===== config.mk =====
export PLATFORM = sky130hd
export DESIGN_NAME = cd_div
export DESIGN_NICKNAME = d
export VERILOG_FILES = /design/src/rtl/cd_pkg.sv /design/src/rtl/cd_div.sv
export SDC_FILE = /design/constraint.sdc
export NUM_CORES = 1
export LEC_CHECK = 0
export BUFFER_PORTS_ARGS = -buffer_cell sky130_fd_sc_hd__buf_2
export CORE_ASPECT_RATIO = 0.7
export CORE_UTILIZATION = 35
export DETAILED_ROUTE_END_ITERATION = 16
export SETUP_SLACK_MARGIN = 0.3
export SLEW_MARGIN = 25
export SYNTH_ARGS = -nofsm -noshare
export SYNTH_HDL_FRONTEND = slang
export SYNTH_SLANG_ARGS = --single-unit

===== constraint.sdc =====
create_clock -name clk -period 10.1 [get_ports clk]
set_clock_uncertainty 0.15 [all_clocks]
set_input_delay 1.515 -clock clk [delete_from_list [all_inputs] [get_ports clk]]
set_output_delay 1.515 -clock clk [all_outputs]
set_load 0.05 [all_outputs]

===== src/rtl/cd_pkg.sv =====
// Shared types and constants for the coordinate descent step block.
// Holds field widths, codes, reset values and the divider and table formats.
// No dependencies; every other file of the block imports it.
`timescale 1ns / 1ps

package cd_pkg;

  // Defaults for the top-level parameters.
  localparam int COORDINATES_DEF   = 1024;
  localparam int FRACTION_BITS_DEF = 16;

  // Field widths and packed stream widths.
  localparam int COORD_W    = 10;
  localparam int VAL_W      = 32;
  localparam int BOUND_W    = 31;
  localparam int S_DATA_W   = 112;
  localparam int S_USER_W   = 1;
  localparam int M_DATA_W   = 112;
  localparam int M_USER_W   = 2;
  localparam int CFG_IDX_W  = 2;
  localparam int CFG_DATA_W = 31;

  // Item kinds.
  localparam logic KIND_UPDATE = 1'b0;
  localparam logic KIND_LOAD   = 1'b1;

  // Result status codes.
  localparam logic [1:0] ST_UPDATED = 2'd0;
  localparam logic [1:0] ST_FIXED   = 2'd1;
  localparam logic [1:0] ST_BAD_DEN = 2'd2;
  localparam logic [1:0] ST_LOADED  = 2'd3;

  // Prior modes.
  localparam logic [1:0] PRIOR_NONE    = 2'd0;
  localparam logic [1:0] PRIOR_LAPLACE = 2'd1;
  localparam logic [1:0] PRIOR_NORMAL  = 2'd2;

  // Configuration register indexes.
  localparam logic [CFG_IDX_W-1:0] CFG_PRIOR_MODE    = 2'd0;
  localparam logic [CFG_IDX_W-1:0] CFG_LAPLACE_LAMBDA = 2'd1;
  localparam logic [CFG_IDX_W-1:0] CFG_INV_VARIANCE  = 2'd2;
  localparam logic [CFG_IDX_W-1:0] CFG_INITIAL_BOUND = 2'd3;

  // Configuration reset values.
  localparam logic [1:0]         PRIOR_MODE_RST    = PRIOR_LAPLACE;
  localparam logic [BOUND_W-1:0] LAMBDA_RST        = 31'd20724;
  localparam logic [BOUND_W-1:0] INV_VARIANCE_RST  = 31'd66;
  localparam logic [BOUND_W-1:0] INITIAL_BOUND_RST = 31'd131072;

  // One coefficient table entry.
  typedef struct packed {
    logic               fixed;
    logic [BOUND_W-1:0] bound;
    logic [VAL_W-1:0]   coef;
  } entry_t;

  // Divider request and response.
  typedef struct packed {
    logic        start;
    logic [63:0] num;
    logic [31:0] den;
  } div_req_t;

  typedef struct packed {
    logic        done;
    logic [31:0] quot;
  } div_rsp_t;

endpackage


===== src/rtl/cd_div.sv =====
// Restoring fixed-point divider, one quotient bit per cycle.
// Computes sat(num * 2^F / den) truncated toward zero; depends on cd_pkg.
`timescale 1ns / 1ps

module cd_div #(
  parameter int FRACTION_BITS = cd_pkg::FRACTION_BITS_DEF
) (
  input  logic             clk,
  input  logic             rst,
  input  cd_pkg::div_req_t req,
  output cd_pkg::div_rsp_t rsp
);
  import cd_pkg::*;

  localparam int NW     = 64 + FRACTION_BITS;
  localparam int HI_W   = NW - 32;
  localparam int ITER   = 32;
  localparam int CNT_W  = $clog2(ITER);

  typedef enum logic [2:0] {
    D_IDLE = 3'b001,
    D_RUN  = 3'b010,
    D_FMT  = 3'b100
  } dstate_t;

  dstate_t          state;
  logic             neg_r;
  logic             sat_r;
  logic [31:0]      rem_r;
  logic [31:0]      low_r;
  logic [31:0]      q_r;
  logic [CNT_W-1:0] cnt_r;
  logic [31:0]      quot_r;
  logic             done_r;

  logic [63:0]      mag;
  logic [NW-1:0]    scaled;
  logic [HI_W-1:0]  hi;
  logic [32:0]      rem2;
  logic [32:0]      den33;
  logic             ge;
  logic [31:0]      qq;

  // Magnitude of the dividend scaled by the fraction bits.
  always_comb begin
    mag    = req.num[63] ? 64'(-req.num) : req.num;
    scaled = {mag, {FRACTION_BITS{1'b0}}};
    hi     = scaled[NW-1:32];
  end

  // One restoring step.
  always_comb begin
    den33 = {1'b0, req.den};
    rem2  = {rem_r, low_r[31]};
    ge    = rem2 >= den33;
  end

  // Quotient limited to 2^31 before the sign is applied.
  always_comb begin
    if (sat_r || q_r > 32'h8000_0000) begin
      qq = 32'h8000_0000;
    end else begin
      qq = q_r;
    end
  end

  always_ff @(posedge clk) begin
    if (rst) begin
      state  <= D_IDLE;
      done_r <= 1'b0;
    end else begin
      done_r <= 1'b0;
      case (state)
        D_IDLE: begin
          if (req.start) begin
            neg_r <= req.num[63];
            sat_r <= hi >= HI_W'(req.den);
            rem_r <= hi[31:0];
            low_r <= scaled[31:0];
            q_r   <= '0;
            cnt_r <= '0;
            state <= D_RUN;
          end
        end
        D_RUN: begin
          rem_r <= ge ? 32'(rem2 - den33) : rem2[31:0];
          q_r   <= {q_r[30:0], ge};
          low_r <= {low_r[30:0], 1'b0};
          cnt_r <= cnt_r + 1'b1;
          if (cnt_r == CNT_W'(ITER - 1)) begin
            state <= D_FMT;
          end
        end
        D_FMT: begin
          if (neg_r) begin
            quot_r <= 32'(-qq);
          end else if (qq == 32'h8000_0000) begin
            quot_r <= 32'h7FFF_FFFF;
          end else begin
            quot_r <= qq;
          end
          done_r <= 1'b1;
          state  <= D_IDLE;
        end
        default: begin
          state <= D_IDLE;
        end
      endcase
    end
  end

  assign rsp.done = done_r;
  assign rsp.quot = quot_r;

endmodule


== Word-level counts from Yosys, hierarchy flattened ==
Cells that the tools add are included.

* Input port bits: 99
* Output and inout bits: 33
* Flip-flop bits (word level): 139

* $lt $le $gt $ge: 3
* Equality and inequality tests: 7
* Multiplexer cells: 17
* $add $sub $neg: 4
* Reduce and logical (&&, ||, !) cells: 6
* Bitwise logic cells: 1

{| class="wikitable"
|+ Operator list
! cell !! number
|-
| $mux W32 || 7
|-
| $pmux W32 S2 || 3
|-
| $mux W64 || 1
|-
| $neg A64 Y64 || 1
|-
| $ge A48 B32 Y1 || 1
|-
| $ge A33 B32 Y1 || 1
|-
| $eq A32 B32 Y1 const B || 1
|-
| $gt A32 B32 Y1 const B || 1
|-
| $neg A32 Y32 || 1
|-
| $sub A32 B32 Y32 || 1
|-
| $pmux W5 S2 || 1
|-
| $mux W3 || 2
|-
| $pmux W3 S2 || 1
|-
| $reduce_and A3 Y1 || 2
|-
| $add A5 B1 Y5 const B || 1
|-
| $eq A5 B5 Y1 const B || 1
|-
| $mux W5 || 1
|-
| $ne A2 B2 Y1 const B || 2
|-
| $reduce_and A2 Y1 || 2
|-
| $eq A3 B1 Y1 const B || 1
|-
| $eq A3 B2 Y1 const B || 1
|-
| $eq A3 B3 Y1 const B || 1
|-
| $reduce_bool A2 Y1 || 1
|-
| $logic_or A1 B1 Y1 || 1
|-
| other kinds (2) || 2
|}

== Depth between registers and ports, before layout ==
Gate-level depths: netlist (run 1).

* Depth in word-level cells: 6
* Gate-level depth with buffers: 18

== Worst setup path before layout (run 1) ==
Ideal clock, no wire load.

* Path kind: input to register
* Start point: input rst
* End point: register quot_r[0] (enable)
* Arrival: 4.939 ns
* Setup slack: 4.497 ns
* Stages on the path: 1
* Data required time: 9.436 ns
* Path buffers: 0
* Library setup time: 0.514 ns
* Cells stage by stage: nor4b_1

* Cells in the longest elaborated chain, start to end: 2

{| class="wikitable"
|+ RTL lines
! what !! line !! text
|-
| start: declaration || cd_div.sv:9 || <nowiki>input logic rst,</nowiki>
|-
| $not A1 Y1 (no line) || n/a ||
|-
| $reduce_and A2 Y1 (no line) || n/a ||
|-
| end signal: assignment || cd_div.sv:96 || <nowiki>quot_r <= 32'(-qq);</nowiki>
|-
| end signal: assignment || cd_div.sv:100 || <nowiki>quot_r <= qq;</nowiki>
|-
| end: declaration || cd_div.sv:33 || <nowiki>logic [31:0] quot_r;</nowiki>
|}

No other way between the ends.
A chain may end at the register's enable or synchronous reset.

== Worst setup path in the final report (run 1) ==
* Start point: input req[42] (netlist name)
* End point: register sat_r, data pin

* Cells in the longest elaborated chain, start to end: 3

{| class="wikitable"
|+ RTL lines
! what !! line !! text
|-
| start: declaration || cd_div.sv:10 || <nowiki>input cd_pkg::div_req_t req,</nowiki>
|-
| $neg A64 Y64 || cd_div.sv:46 || <nowiki>mag = req.num[63] ? 64'(-req.num) : req.num;</nowiki>
|-
| $mux W64 || cd_div.sv:46 ||
|-
| $ge A48 B32 Y1 || cd_div.sv:77 || <nowiki>sat_r <= hi >= HI_W'(req.den);</nowiki>
|-
| end signal: assignment || cd_div.sv:77 ||
|-
| end: declaration || cd_div.sv:28 || <nowiki>logic sat_r;</nowiki>
|}

No other way between the ends.

==> reports/metrics.yaml, run 1 <==
outcome: "completed"
cp_max_fo: 7
yosys.area.top_type: "edfxtp_1"
cts_tree: "built"
grt_util_met3_pct: 4.74
routed_wl_um: 28200
power_frac_clock_pct: 40.2
setup_viol: 0
antenna_found_initial: 5
netlist_area_um2: 9850
critical_path_class: "primary input to flop"
dp_slack_ps: 3520
combPwrFrac_pct: 21.6
wl_per_cell_um: 17.8
cts_resized: 0
place_congestion: 0.893
grt_busiest_layer: "met1"
synth-main-ff-cell: "edfxtp_1"
maxSlewHeadroom_pct: 38.4
dieArea_um2: 28800
grt_pass1_vias: 8003
vias_per_cell: 5.56
core_area_um2: 27200
io_pins: 132
sw_frac_of_total_pct: 29.6
cts_hold_buffers: 0
p_leak_nw: 4.46
worst_hold_slack_ps: 340
async_reset_ff_share_pct: 0
drt_iter0_drc: 858
syn_avg_cell_area_um2: 9.04
syn_nets: 1258
ys_ff_latch: 123
period_minus_slack_ps: 6180
clock-sinks: 123
synth-edff-count: 119
ys_warn_count: 0
ys_seq_area_share_pct: 37.1
finish.instance_area_um2: 11500
synth_most_common_cell: "edfxtp_1"
ant_nets: 0
rsz0062_at_grt: "false"
cts-root-buf: "clkbuf_16"
final.period_utilization_pct: 61.2
synthTopCellsByCount: "119 x edfxtp_1, 92 x nand2_1, 89 x nor2_1, 86 x a21oi_1, 81 x o21ai_0"
use_met1_pct: 31.0
drc: 0
hold_viol_final: 0
fin_cells: 1582
syn_inst: 1090
setup_tns_ps: 0
end_kind: "flop"
clk_latency_ps: 420
placedInstanceArea_um2: 10800
die_x_um: 203
p_int_mw: 1.11
num_rows: 50
post_cts_buffers: 0
slew_viol_final: 0
dp_hpwl_um: 21300
synth_top_area_share_pct: 36.3
p_sw_uw: 468
vdd_drop_max_mv: 0.106
portBuffers: 131
drive_gt1_share_pct: 16.8
worst_hold_path_type: "flop to flop"
htreeDepth: 4
via_count: 8800
grt_pass1_wl_um: 44800
die_h_um: 142
clkTransAtPathRegs_ps: 70
numPlacedInstances: 1545
cts_made_buffers: 17
fmax_ghz: 0.162
grt_max_degree: 114
start_util_pct: 36.2
synthToLayoutAreaGrowth_pct: 16.3
ys_top_cells_by_area: "edfxtp_1 36%, ha_1 8.6%, a21oi_1 4.4%"
cts_buffer_depth: 2
powerDensity_nw_per_um2: 138
gr-total-overflow: 0
dr.pass1.iters: 5
drv_cap: 0
setup.worst_path.start_class: "primary input"
r2r_setup_slack_ps: 5400
fin_nets: 1368
worst-endpoint-required_ps: 10250
grtUsageTotal_pct: 19.9
seqPwrFrac_pct: 38.2
ys_types: 78
grt_util_met2_pct: 26.4
finalWorstSetupSlack_ps: 3920
tightest_slew_ps: 915
critPathArrivalTime_ps: 6320
through the flow:
stage / total power [mW] / utilization (%)
after floorplan: 0.843 / -
after global placement: 0.943 / 39.9
after detailed placement: 0.947 / 39.9
after CTS: 1.59 / 42.1
after global routing: 1.65 / 42.1
final: 1.58 / 42.1
sequential cells by signal, indices dropped and copies added (netlist names):
name    cells
state       3
rem_r      32
low_r      16
sat_r       1
neg_r       1
cnt_r       5
quot_r     32
done_r      1
q_r        32
power groups by stage:
stage                     clock, mW  sequential, mW  combinational [mW]
after floorplan                   0           0.610               0.234
after global placement            0           0.613               0.330
after detailed placement          0           0.614               0.334
after CTS                     0.650           0.603               0.336
after global routing          0.670           0.605               0.379
final                         0.635           0.603               0.341
final cells by class:
type | count | area, um^2
timing repair buffer | 138 | 712
multi-input combinational | 877 | 5870
tap | 364 | 455
antenna | 5 | 12.5
inverter | 43 | 163
sequential | 123 | 3650
clock inverter | 15 | 174
clock buffer | 17 | 425
fill | 2757 | 15800
worst paths after layout:
| check | start | to | cells after the start |
|---|---|---|---|
| max | req[42] | sat_r$_DFFE_PP_ | 17 |
| min | state[1]$_SDFFE_PP0P_ | done_r$_SDFF_PP0_ | 1 |
| max reg2reg | q_r[2]$_SDFFCE_PN0P_ | quot_r[20]$_DFFE_PP_ | 13 |
| min reg2reg | state[1]$_SDFFE_PP0P_ | done_r$_SDFF_PP0_ | 1 |
worst max-delay path, stage by stage:
cell	delay [ps]
buf_2	120
nor4_1	480
nor3b_2	380
nand4_2	350
or2_1	370
or3_4	410
o31ai_1	280
xnor2_1	140
ha_1	310
nand4_1	150
nor3_1	330
nand4_1	340
or4_1	520
a21oi_1	330
nor3_1	110
nand3_1	80
or3_1	110
cells in the final DEF (no fill, tap or decap), types with 11 or more instances in the layout:
| cell type | n |
|---|---|
| buf_2 | 131 |
| edfxtp_1 | 119 |
| nand2_1 | 92 |
| nor2_1 | 88 |
| a21oi_1 | 86 |
| o21ai_0 | 81 |
| ha_1 | 68 |
| xnor2_1 | 46 |
| inv_1 | 42 |
| and2_1 | 42 |
| xor2_1 | 34 |
| a21o_1 | 29 |
| nor3_1 | 27 |
| o31ai_1 | 18 |
| clkbuf_16 | 17 |
| nand3_1 | 15 |
| or3_1 | 14 |
| nand4_1 | 13 |
| or4_1 | 12 |
| nor2b_1 | 12 |
| o21a_1 | 12 |
| or2_2 | 11 |
| nand2b_1 | 11 |
| a31oi_1 | 11 |
routing by layer:
| layer | share of wire [%] | up-vias |
|---|---|---|
| li1 | - | 4320 |
| met1 | 52 | 4164 |
| met2 | 40 | 296 |
| met3 | 6.7 | 20 |
| met4 | 0.83 | 0 |
| met5 | 0 | - |
logic make-up (layout without fill, tap and decap cells):
group / Yosys count / after routing / synth area share (%)
compound gates: 329 / 329 / 21.4
flops: 123 / 123 / 37.1
xor+xnor: 80 / 80 / 7.11
fa+ha+maj: 69 / 69 / 8.84
buf+inv: 90 / 213 / 3.54
simple gates: 385 / 385 / 20.5
mux: 14 / 14 / 1.47
other cells: 0 / 5 / 0
(Power assumes the default switching activity.)
==> run 2: changes to the inputs <==
- clock period: 10.1 -> 6.2 ns (I/O delays scaled with it)
==> reports/metrics.yaml, run 2 (same netlist as run 1, synthesis figures left out) <==
fmax_ghz: 0.183
cts_tree: "built"  # unchanged
synthToLayoutAreaGrowth_pct: 16.1  # was 16.3%
placedInstanceArea_um2: 10900  # was 10800 um^2
numPlacedInstances: 1547  # was 1545
layout_common_cells: "131 x buf_2, 119 x edfxtp_1, 92 x nand2_1"  # unchanged
seqCellArea_um2: 3650  # unchanged
io_pins: 132  # unchanged
die_x_um: 203  # unchanged
vdd_drop_max_mv: 0.176  # was 0.106 mV
grtUsageTotal_pct: 19.7  # was 19.9%
end_kind: "flop"  # unchanged
vias_per_cell: 5.58  # was 5.56
grt_pass1_vias: 7988  # was 8003
multi_input_area_um2: 5870  # unchanged
grt_pass1_wl_um: 44300  # was 44800 um
clk_latency_ps: 420  # about the same
dr.pass1.iters: 7  # was 5
cts_buffer_depth: 2  # unchanged
worst_hold_path_type: "flop to flop"  # unchanged
p_sw_uw: 747  # was 468 uW
num_rows: 50  # unchanged
cts-root-buf: "clkbuf_16"  # unchanged
worst-endpoint-required_ps: 6340  # was 10250 ps
seqPwrFrac_pct: 39.1  # was 38.2%
htreeDepth: 4  # unchanged
dp_hpwl_um: 21700  # was 21300 um
cts_made_buffers: 17  # unchanged
wl_per_cell_um: 18.0  # was 17.8 um
gr-total-overflow: 0  # unchanged
setup.worst_path.start_class: "primary input"  # unchanged
fin_cells: 1581  # was 1582
power.total_mw: 2.51  # was 1.58 mW
period_minus_slack_ps: 5480
cts_resized: 0  # unchanged
portBuffers: 131  # unchanged
start_util_pct: 36.2  # unchanged
p_int_mw: 1.77  # was 1.11 mW
setup_tns_ps: 0  # unchanged
power_frac_clock_pct: 38.7  # was 40.2%
tightest_slew_ps: 1050  # was 915 ps
dp_slack_ps: 355  # was 3520 ps
setup_viol: 0  # unchanged
outcome: "completed"  # unchanged
final.period_utilization_pct: 88.4
grt_max_degree: 82  # was 114
critPathArrivalTime_ps: 5620  # was 6320 ps
drv_cap: 0  # unchanged
nFillCells: 2673  # was 2757
powerDensity_nw_per_um2: 220  # was 138 nW/um^2
clkTransAtPathRegs_ps: 60  # was 70 ps
finalWorstSetupSlack_ps: 721  # was 3920 ps
die_h_um: 142  # unchanged
maxSlewHeadroom_pct: 29.5  # was 38.4%
hold_viol_final: 0  # unchanged
routed_wl_um: 28500  # was 28200 um
finish.instance_area_um2: 11400  # was 11500 um^2
sw_frac_of_total_pct: 29.7  # was 29.6%
drc: 0  # unchanged
combPwrFrac_pct: 22.2  # was 21.6%
place_congestion: 0.919  # was 0.893
via_count: 8817  # was 8800
dieArea_um2: 28800  # unchanged
cts_hold_buffers: 0  # unchanged
p_leak_nw: 4.46  # about the same
fin_nets: 1370  # was 1368
cp_max_fo: 7  # unchanged
core_area_um2: 27200  # unchanged
final_common_cell: "buf_2"  # unchanged
post_cts_buffers: 0  # unchanged
antenna_found_initial: 2  # was 5
drt_iter0_drc: 903  # was 858
slew_viol_final: 0  # unchanged
clock-sinks: 123  # unchanged
rsz0062_at_grt: "false"  # unchanged
drive_gt1_share_pct: 16.7  # was 16.8%
ant_nets: 0  # unchanged
top_regs: "q_r (32), quot_r (32), rem_r (32)"  # unchanged
critical_path_class: "primary input to flop"  # unchanged
run 2: stage by stage:
stage / hold WS [ps] / utilization [%]
final: 354 / 42.0
after global routing: 378 / 42.0
after CTS: 349 / 42.0
after detailed placement: 339 / 40.0
after global placement: 339 / 40.0
after floorplan: 284 / -
run 2: cell type report:
type                       instances  share of cell area (%)
multi-input combinational        877                    51.3
sequential                       123                    31.9
timing repair buffer             140                    6.43
tap                              364                    3.98
clock buffer                      19                    3.78
inverter                          43                    1.42
clock inverter                    13                    1.12
antenna                            2                  0.0438
run 2: critical path, stage by stage:
cell and delay [ps]:
buf_2 120, nor4_1 470, nor3b_2 350, nand4_2 350, or2_1 380, or3_4 410, o31ai_1 280, xnor2_1 130
ha_1 310, nand4_1 150, nor3_1 350, nand4_1 300, or4_1 500, a21oi_1 280, nor3_1 110, nand3_1 70
or3_1 110
run 2: power groups by stage:
| stage | Sequential [mW] | Combinational (mW) | Clock [mW] |
|---|---|---|---|
| after floorplan | 0.993 | 0.381 | 0 |
| after global placement | 0.999 | 0.541 | 0 |
| after detailed placement | 1.00 | 0.546 | 0 |
| after CTS | 0.983 | 0.550 | 0.994 |
| after global routing | 0.987 | 0.620 | 1.03 |
| final | 0.984 | 0.557 | 0.973 |
run 2: final timing paths:
kind                                       startpoint                    to  cells past startpoint  slack, ps
worst max register to register   q_r[2]$_SDFFCE_PN0P_  quot_r[20]$_DFFE_PP_                     12       1770
worst min register to register  state[0]$_SDFFE_PP1P_     done_r$_SDFF_PP0_                      1        350
worst min-delay path            state[0]$_SDFFE_PP1P_     done_r$_SDFF_PP0_                      1        350
worst max-delay path                          req[42]       sat_r$_DFFE_PP_                     17        720
run 2: metal layers:
metal	wire, um	GRT usage, %
met5	0	0
met1	14600	29.9
met4	220	3.84
met2	11400	27.8
met3	2240	4.85
==> run 3: changes to the inputs <==
- CORE_UTILIZATION: 35 -> 38
==> reports/metrics.yaml, run 3 (same netlist as run 1, synthesis figures left out) <==
place_congestion: 0.905  # was 0.919
end_kind: "flop"  # unchanged
dp_hpwl_um: 21300  # was 21700 um
finish.instance_area_um2: 11400  # about the same
placedInstanceArea_um2: 10800  # was 10900 um^2
dp_slack_ps: 459  # was 355 ps
powerDensity_nw_per_um2: 217  # was 220 nW/um^2
critPathArrivalTime_ps: 5490  # was 5620 ps
fin_cells: 1546  # was 1581
dieArea_um2: 26600  # was 28800 um^2
power.total_mw: 2.46  # was 2.51 mW
ant_nets: 0  # unchanged
top_regs: "q_r (32), quot_r (32), rem_r (32)"  # unchanged
period_minus_slack_ps: 5340  # was 5480 ps
final.period_utilization_pct: 86.1  # was 88.4%
routed_wl_um: 27900  # was 28500 um
die_x_um: 194  # was 203 um
antenna_found_initial: 5  # was 2
final_common_cell: "buf_2"  # unchanged
vias_per_cell: 5.69  # was 5.58
maxSlewHeadroom_pct: 35.3  # was 29.5%
post_cts_buffers: 0  # unchanged
layout_common_cells: "131 x buf_2, 119 x edfxtp_1, 92 x nand2_1"  # unchanged
p_leak_nw: 4.44  # was 4.46 nW
drv_cap: 0  # unchanged
power_frac_clock_pct: 37.5  # was 38.7%
worst_hold_slack_ps: 348  # was 354 ps
portBuffers: 131  # unchanged
finalWorstSetupSlack_ps: 864  # was 721 ps
start_util_pct: 39.3  # was 36.2%
clk_latency_ps: 430  # was 420 ps
p_int_mw: 1.72  # was 1.77 mW
grtUsageTotal_pct: 21.5  # was 19.7%
core_area_um2: 25000  # was 27200 um^2
clkTransAtPathRegs_ps: 60  # about the same
grt_pass1_wl_um: 44200  # was 44300 um
worst_hold_path_type: "flop to flop"  # unchanged
critical_path_class: "primary input to flop"  # unchanged
clock-sinks: 123  # unchanged
numPlacedInstances: 1509  # was 1547
nFillCells: 2466  # was 2673
cp_max_fo: 7  # unchanged
dr.pass1.iters: 5  # was 7
seqPwrFrac_pct: 40.0  # was 39.1%
sw_frac_of_total_pct: 30.1  # was 29.7%
grt_max_degree: 114  # was 82
via_count: 8799  # was 8817
combPwrFrac_pct: 22.6  # was 22.2%
cts_buffer_depth: 2  # unchanged
worst-endpoint-required_ps: 6350  # was 6340 ps
slew_viol_final: 0  # unchanged
cts_made_buffers: 17  # unchanged
num_rows: 48  # was 50
gr-total-overflow: 0  # unchanged
cts_tree: "built"  # unchanged
p_sw_uw: 740  # was 747 uW
drive_gt1_share_pct: 16.8  # was 16.7%
cts-root-buf: "clkbuf_16"  # unchanged
vdd_drop_max_mv: 0.199  # was 0.176 mV
drt_iter0_drc: 893  # was 903
io_pins: 132  # unchanged
htreeDepth: 4  # unchanged
cts_resized: 0  # unchanged
fmax_ghz: 0.187  # was 0.183 GHz
drc: 0  # unchanged
setup_tns_ps: 0  # unchanged
fin_nets: 1371  # was 1370
grt_pass1_vias: 7986  # was 7988
rsz0062_at_grt: "false"  # unchanged
wl_per_cell_um: 18.1  # was 18.0 um
setup.worst_path.start_class: "primary input"  # unchanged
cts_hold_buffers: 0  # unchanged
die_h_um: 137  # was 142 um
setup_viol: 0  # unchanged
post-route-util_pct: 45.4  # was 42.0%
outcome: "completed"  # unchanged
tightest_slew_ps: 961  # was 1050 ps
hold_viol_final: 0  # unchanged
synthToLayoutAreaGrowth_pct: 15.4  # was 16.1%
[run 3: cell count changes in the layout (fill, tap and decap cells not counted)]
cell / previous run / this run
diode_2: 2 / 6
clkinvlp_4: 3 / 4
buf_4: 8 / 9
buf_6: 0 / 1
buf_12: 1 / 0
bufinv_16: 2 / 1
clkbuf_1: 2 / 1
[run 3: path summary, 6_finish.rpt]
kind	slack (ps)	depth (start not counted)	from	end
hold reg to reg	350	1	state[0]$_SDFFE_PP1P_	done_r$_SDFF_PP0_
setup / recovery	860	17	req[42]	sat_r$_DFFE_PP_
hold / removal	350	1	state[0]$_SDFFE_PP1P_	done_r$_SDFF_PP0_
setup reg to reg	1590	12	q_r[6]$_SDFFCE_PN0P_	quot_r[20]$_DFFE_PP_
[run 3: final cells by class]
| type | count | area, um^2 | area share (%) |
|---|---|---|---|
| Timing Repair Buffer | 141 | 734 | 6.46 |
| Clock buffer | 18 | 429 | 3.77 |
| Sequential cell | 123 | 3650 | 32.1 |
| Antenna cell | 6 | 15.0 | 0.132 |
| Multi-Input combinational cell | 877 | 5870 | 51.6 |
| Tap cell | 325 | 407 | 3.58 |
| Clock inverter | 13 | 105 | 0.924 |
| Inverter | 43 | 163 | 1.43 |
[run 3: power by group through the flow]
stage,Clock [mW],Sequential (mW),Combinational (mW)
floorplan,0,0.993,0.381
global route,0.982,0.988,0.618
detailed placement,0,1.00,0.544
global placement,0,0.999,0.539
CTS,0.951,0.984,0.548
finish,0.923,0.984,0.555
[run 3: metal layers]
layer  routed length (um)  global-route usage (%)
met1                14800                    33.9
met2                10700                    28.4
met3                 1940                    4.19
met4                  434                    6.97
met5                    0                       0
[run 3: critical path, stage by stage]
cell and delay (ps):
buf_2 120, nor4_1 470, nor3b_2 360, nand4_2 360
or2_1 380, or3_4 410, o31ai_1 280, xnor2_1 130
ha_1 310, nand4_1 150, nor3_1 300, nand4_1 300
or4_1 490, a21oi_1 240, nor3_1 100, nand3_1 70
or3_1 100
